===== config.mk =====
export PLATFORM = sky130hd
export DESIGN_NAME = gre_adj_mem
export DESIGN_NICKNAME = d
export VERILOG_FILES = /design/src/gre_pkg.sv /design/src/gre_adj_mem.sv
export SDC_FILE = /design/constraint.sdc
export NUM_CORES = 2
export LEC_CHECK = 0
export ABC_CLOCK_PERIOD_IN_PS = 7700
export BUFFER_PORTS_ARGS = -buffer_cell sky130_fd_sc_hd__buf_4
export CAP_MARGIN = 20
export CORE_AREA = 2 2 569 571
export DETAILED_ROUTE_END_ITERATION = 7
export DIE_AREA = 0 0 571 573
export GPL_TIMING_DRIVEN = 0
export PLACE_DENSITY = 0.65
export SYNTH_ARGS = -nofsm -noshare
export SYNTH_HDL_FRONTEND = slang
export SYNTH_SLANG_ARGS = --single-unit

===== constraint.sdc =====
create_clock -name clk -period 7.7 [get_ports clk]
set_input_delay 0 -clock clk [delete_from_list [all_inputs] [get_ports clk]]
set_output_delay 0 -clock clk [all_outputs]
set_load 0.03 [all_outputs]

===== src/gre_pkg.sv =====
// Package for the graph reachability engine: shared constants, codes and types.
package gre_pkg;

  // Field widths.
  localparam int NODE_W = 6;
  localparam int COUNT_W = 7;

  // Defaults.
  localparam int DEFAULT_MAX_NODES = 64;
  localparam logic [COUNT_W-1:0] NODE_COUNT_RESET = 7'd64;

  // Request operation codes.
  localparam logic OP_ADD = 1'b0;
  localparam logic OP_QUERY = 1'b1;

  // Sequencer states.
  typedef enum logic [2:0] {
    S_IDLE,
    S_ADD_RD,
    S_ADD_WR_A,
    S_ADD_WR_B,
    S_PICK,
    S_EXPAND
  } state_t;

  // Control strobes from the sequencer to the adjacency memory.
  typedef struct packed {
    logic rd_en;
    logic wr_en;
  } mem_ctl_t;

endpackage


===== src/gre_adj_mem.sv =====
// Adjacency row memory with per-row valid bits so that reset clears it at once.
module gre_adj_mem #(
  parameter int MAX_NODES = gre_pkg::DEFAULT_MAX_NODES,
  localparam int AW = (MAX_NODES > 1) ? $clog2(MAX_NODES) : 1
) (
  input  logic                 clk,
  input  logic                 rst,
  input  gre_pkg::mem_ctl_t    ctl,
  input  logic [AW-1:0]        rd_addr,
  input  logic [AW-1:0]        wr_addr,
  input  logic [MAX_NODES-1:0] wr_data,
  output logic [MAX_NODES-1:0] rd_data
);

  logic [MAX_NODES-1:0] rows [MAX_NODES];
  logic [MAX_NODES-1:0] row_valid;
  logic [MAX_NODES-1:0] rd_q;
  logic                 rd_valid_q;

  always_ff @(posedge clk) begin
    if (ctl.wr_en) begin
      rows[wr_addr] <= wr_data;
    end
    if (ctl.rd_en) begin
      rd_q <= rows[rd_addr];
    end
  end

  // A row that was never written since reset reads as all zero.
  always_ff @(posedge clk) begin
    if (rst) begin
      row_valid  <= '0;
      rd_valid_q <= 1'b0;
    end else begin
      if (ctl.wr_en) begin
        row_valid[wr_addr] <= 1'b1;
      end
      if (ctl.rd_en) begin
        rd_valid_q <= row_valid[rd_addr];
      end
    end
  end

  assign rd_data = rd_valid_q ? rd_q : '0;

endmodule


==> results.yml <==
sta:
  min_period_ns: 3.885
  relSlewSlack_pct: 22.31
  max_freq_mhz: 257.4
  rsz0062_at_grt: "false"
  report.final.hold_viol_count: 0
  slew_violations: 0
  worstMarginPinSlew_ns: 1.165
  finalClockSkew_ns: 0.07453
  timing.final.crit_share_pct: 50.46
  setup_viol: 0
  timing.setup.tns_ns: 0
  worst_slack_ns: 3.815
  finalHoldWorstSlack_ns: 0.07962
place:
  pre_cts_slack_ns: 3.046
  placed_cells_incl_taps: 11060
  place_hpwl_mm: 283.9
  port_buffers: 137
  globalplace.congestion: 0.8045
power:
  internal_power_uw: 38140
  worst_vdd_ir_mv: 0.2264
  combPwrFrac_pct: 5.0
  power_dens_cells_nw_per_um2: 260.3
  power.net_switching_uw: 10350
  switching_fraction_pct: 21.35
  seqPwrFrac_pct: 52.6
  leakage_uw: 0.05806
  clock_power_share_pct: 42.4
grt:
  maximum_number_of_pins_on_one_net_before_global_route_repair: 65
  grt_first_pass_wirelength_mm: 583.2
  antenna_found_initial: 35
  grt_resource_usage_total_pct: 25.56
  vias_in_the_first_global_route: 75970
  grt_total_ovfl: 0
critical_path:
  end_kind: "flip-flop"
  reg2regPathDepth: 7
  worst_r2r_endpoint: "rd_valid_q"
  timing.critical_path.from_type: "primary input"
  r2r_slack_ns: 5.05
  regToRegStartpoint: "row_valid[13]"
  worstPathArrival_ns: 4.78
  cp_data_required_time_ns: 8.59
  worstPathMaxFanout: 10
  setup.worst_path.class: "in2reg"
synth:
  mapped_avg_cell_area_um2: 25.03
  synth_top_area_share_pct: 78.24
  synthesis.instances: 6380
  postSynth.topFlopCell: "edfxtp_1"
  portion_of_the_post_synthesis_area_used_by_sequential_elements_pct: 79.05
  number_of_enable_flip_flop_cells_after_synthesis: 4160
  mappedNetlistNets: 6460
  ys_types: 32
  ys.warnings.count: 0
  synth.ff_latch_count: 4225
  post_synth_main_area_contributors: "edfxtp_1 78%, mux4_2 18%, dfxtp_1 0.81%"
  synth_area_um2: 159700
  synth_top_cell_by_area: "edfxtp_1"
  postSynth.asyncResetShare_pct: 0
cts:
  clkLatencyLatePin_ns: 1.00
  cts-root-buf: "clkbuf_16"
  cts_tree: "built"
  tritoncts.num_buffers: 421
  clk_transition_reported_paths_ns: 0.06
  cts-htree-levels: 5
  postCtsSetupBuffers: 0
  clk_path_buf_depth: 4
  clock_sink_count: 4225
floorplanning:
  coreArea_um2: 320400
  initial_utilization_pct: 49.84
  floorplan.die_area_um2: 327200
  boundaryPins: 144
  die_width_um: 571
  die_height_um: 573
  fp-row-count: 208
routing:
  route.antenna.remaining_nets: 0
  vias_per_cell: 6.307
  wl_met1_mm: 160.6
  firstDrtPassIters: 5
  wl_final_mm: 418.2
  first_iter_violations: 10840
  route.detailed.wl_per_inst_um: 34.97
  wl_met3_mm: 36.46
  routed-wl-met2_mm: 205.7
  detail_route.drc_violations: 0
  route.top_layer_used: "met5"
  num_vias: 75420
layout:
  final_net_count: 7356
  post_layout_nonfiller_instances: 11960
  area_growth_pct: 16.69
  area_taken_by_multi_input_logic_gates_um2: 32380
  fillcell_total: 22270
  share_of_layout_cells_above_drive_strength_1_pct: 32.84
  layout.cells.most_common: "edfxtp_1"
  area_of_all_sequential_standard_cells_um2: 126200
  commonest_non_fill_non_tap_cells_in_the_layout: "4160 x edfxtp_1, 1290 x mux4_2, 422 x clkbuf_16"
outcome:
  status: "complete, no violations"
flow_run:
  maxCapViolations: 0
worst_hold_path:
  timing.hold.worst_path_depth: 2
  holdCritPathClass: "in2reg"
  hold_start: "wr_data[56]"
  hold_end: "rows[62][56]"
[cell type report]
type / instances / share of cell area [%]
sequential: 4225 / 67.75
multi-input combinational: 1815 / 17.38
clock buffer: 503 / 5.847
timing repair buffer: 473 / 3.626
tap: 4305 / 2.891
clock inverter: 278 / 1.639
buffer: 340 / 0.8461
antenna: 19 / 0.02552
[cells by family after synthesis]
| logic type | after synthesis | share of synthesized area [%] |
|---|---|---|
| AOI/OAI and AO/OA | 149 | 0.7068 |
| buffers and inverters | 340 | 0.9701 |
| DFF | 4225 | 79.05 |
| muxes | 1297 | 18.24 |
| and+or+nand+nor | 369 | 1.030 |
[worst max-delay path: stages]
cell	delay (ns)
buf_2	0.33
buf_2	0.69
buf_2	0.88
buf_2	0.51
mux4_2	0.28
nand3_1	0.08
a311oi_1	0.28
a31oi_1	0.07
dlygate4sd3_1	0.61
a311oi_1	0.34
dlygate4sd3_1	0.61
[sequential cells by signal, summed over array words and instances, names as in the netlist]
| signal | cells |
|---|---|
| rows | 4096 |
| rd_q | 64 |
| row_valid | 64 |
| rd_valid_q | 1 |
[cells in the mapped netlist, types with 2 or more instances]
cell / count
edfxtp_1: 4160
mux4_2: 1290
nor2_1: 186
clkbuf_1: 170
a22oi_1: 130
buf_2: 95
nand2_1: 73
and2_1: 66
dfxtp_1: 65
buf_1: 49
buf_6: 15
nor2b_1: 15
buf_4: 11
nand3_1: 10
nand2b_1: 9
mux2_2: 5
nor3_1: 4
o21ba_2: 4
a2111oi_0: 3
a211oi_1: 3
a311oi_1: 2
mux2i_1: 2
nand4_1: 2
nor4_1: 2
o22ai_1: 2
[timing repair]
item	4_1_cts	5_1_grt
hold buffers	80	0
endpoints found under the hold margin	4352	0
gates resized for setup	0	0
[how the worst max path moves through the flow]
stage,from,to,depth (start not counted),slack (ns)
after floorplan,ctl[0],rows[40][0],3,2.26
after global placement,ctl[0],rows[40][63],4,-4.42
after detailed placement,rd_addr[2],rd_q[21],8,3.05
after CTS,rd_addr[2],rd_valid_q,11,3.96
after global routing,rd_addr[2],rd_valid_q,11,3.86
final,rd_addr[2],rd_valid_q,11,3.81
[metal layers]
layer / vias up / global-route usage [%]
met5: - / 0
li1: 29570 / -
met4: 6 / 8.582
met2: 3988 / 41.22
met1: 41160 / 35.53
met3: 695 / 4.663
[power by group through the flow]
stage          Sequential (µW)  Combinational [µW]  Clock (µW)
6_report                 25500                2430       20600
3_5_place_dp             26000                2390           0
5_1_grt                  25500                2550       21700
2_1_floorplan            26000                1260           0
3_3_place_gp             26000                2260           0
4_1_cts                  25500                2440       20800
[through the flow]
step / total power [µW] / area [µm²] / util (%)
after CTS: 48710 / 186100 / 58.08
after detailed placement: 28390 / 171300 / 53.47
after floorplan: 27240 / 159700 / -
after global routing: 49720 / 186300 / 58.15
after global placement: 28270 / 166100 / 51.84
final: 48490 / 186300 / 58.16
No activity file was read; power rests on OpenSTA's default activity.
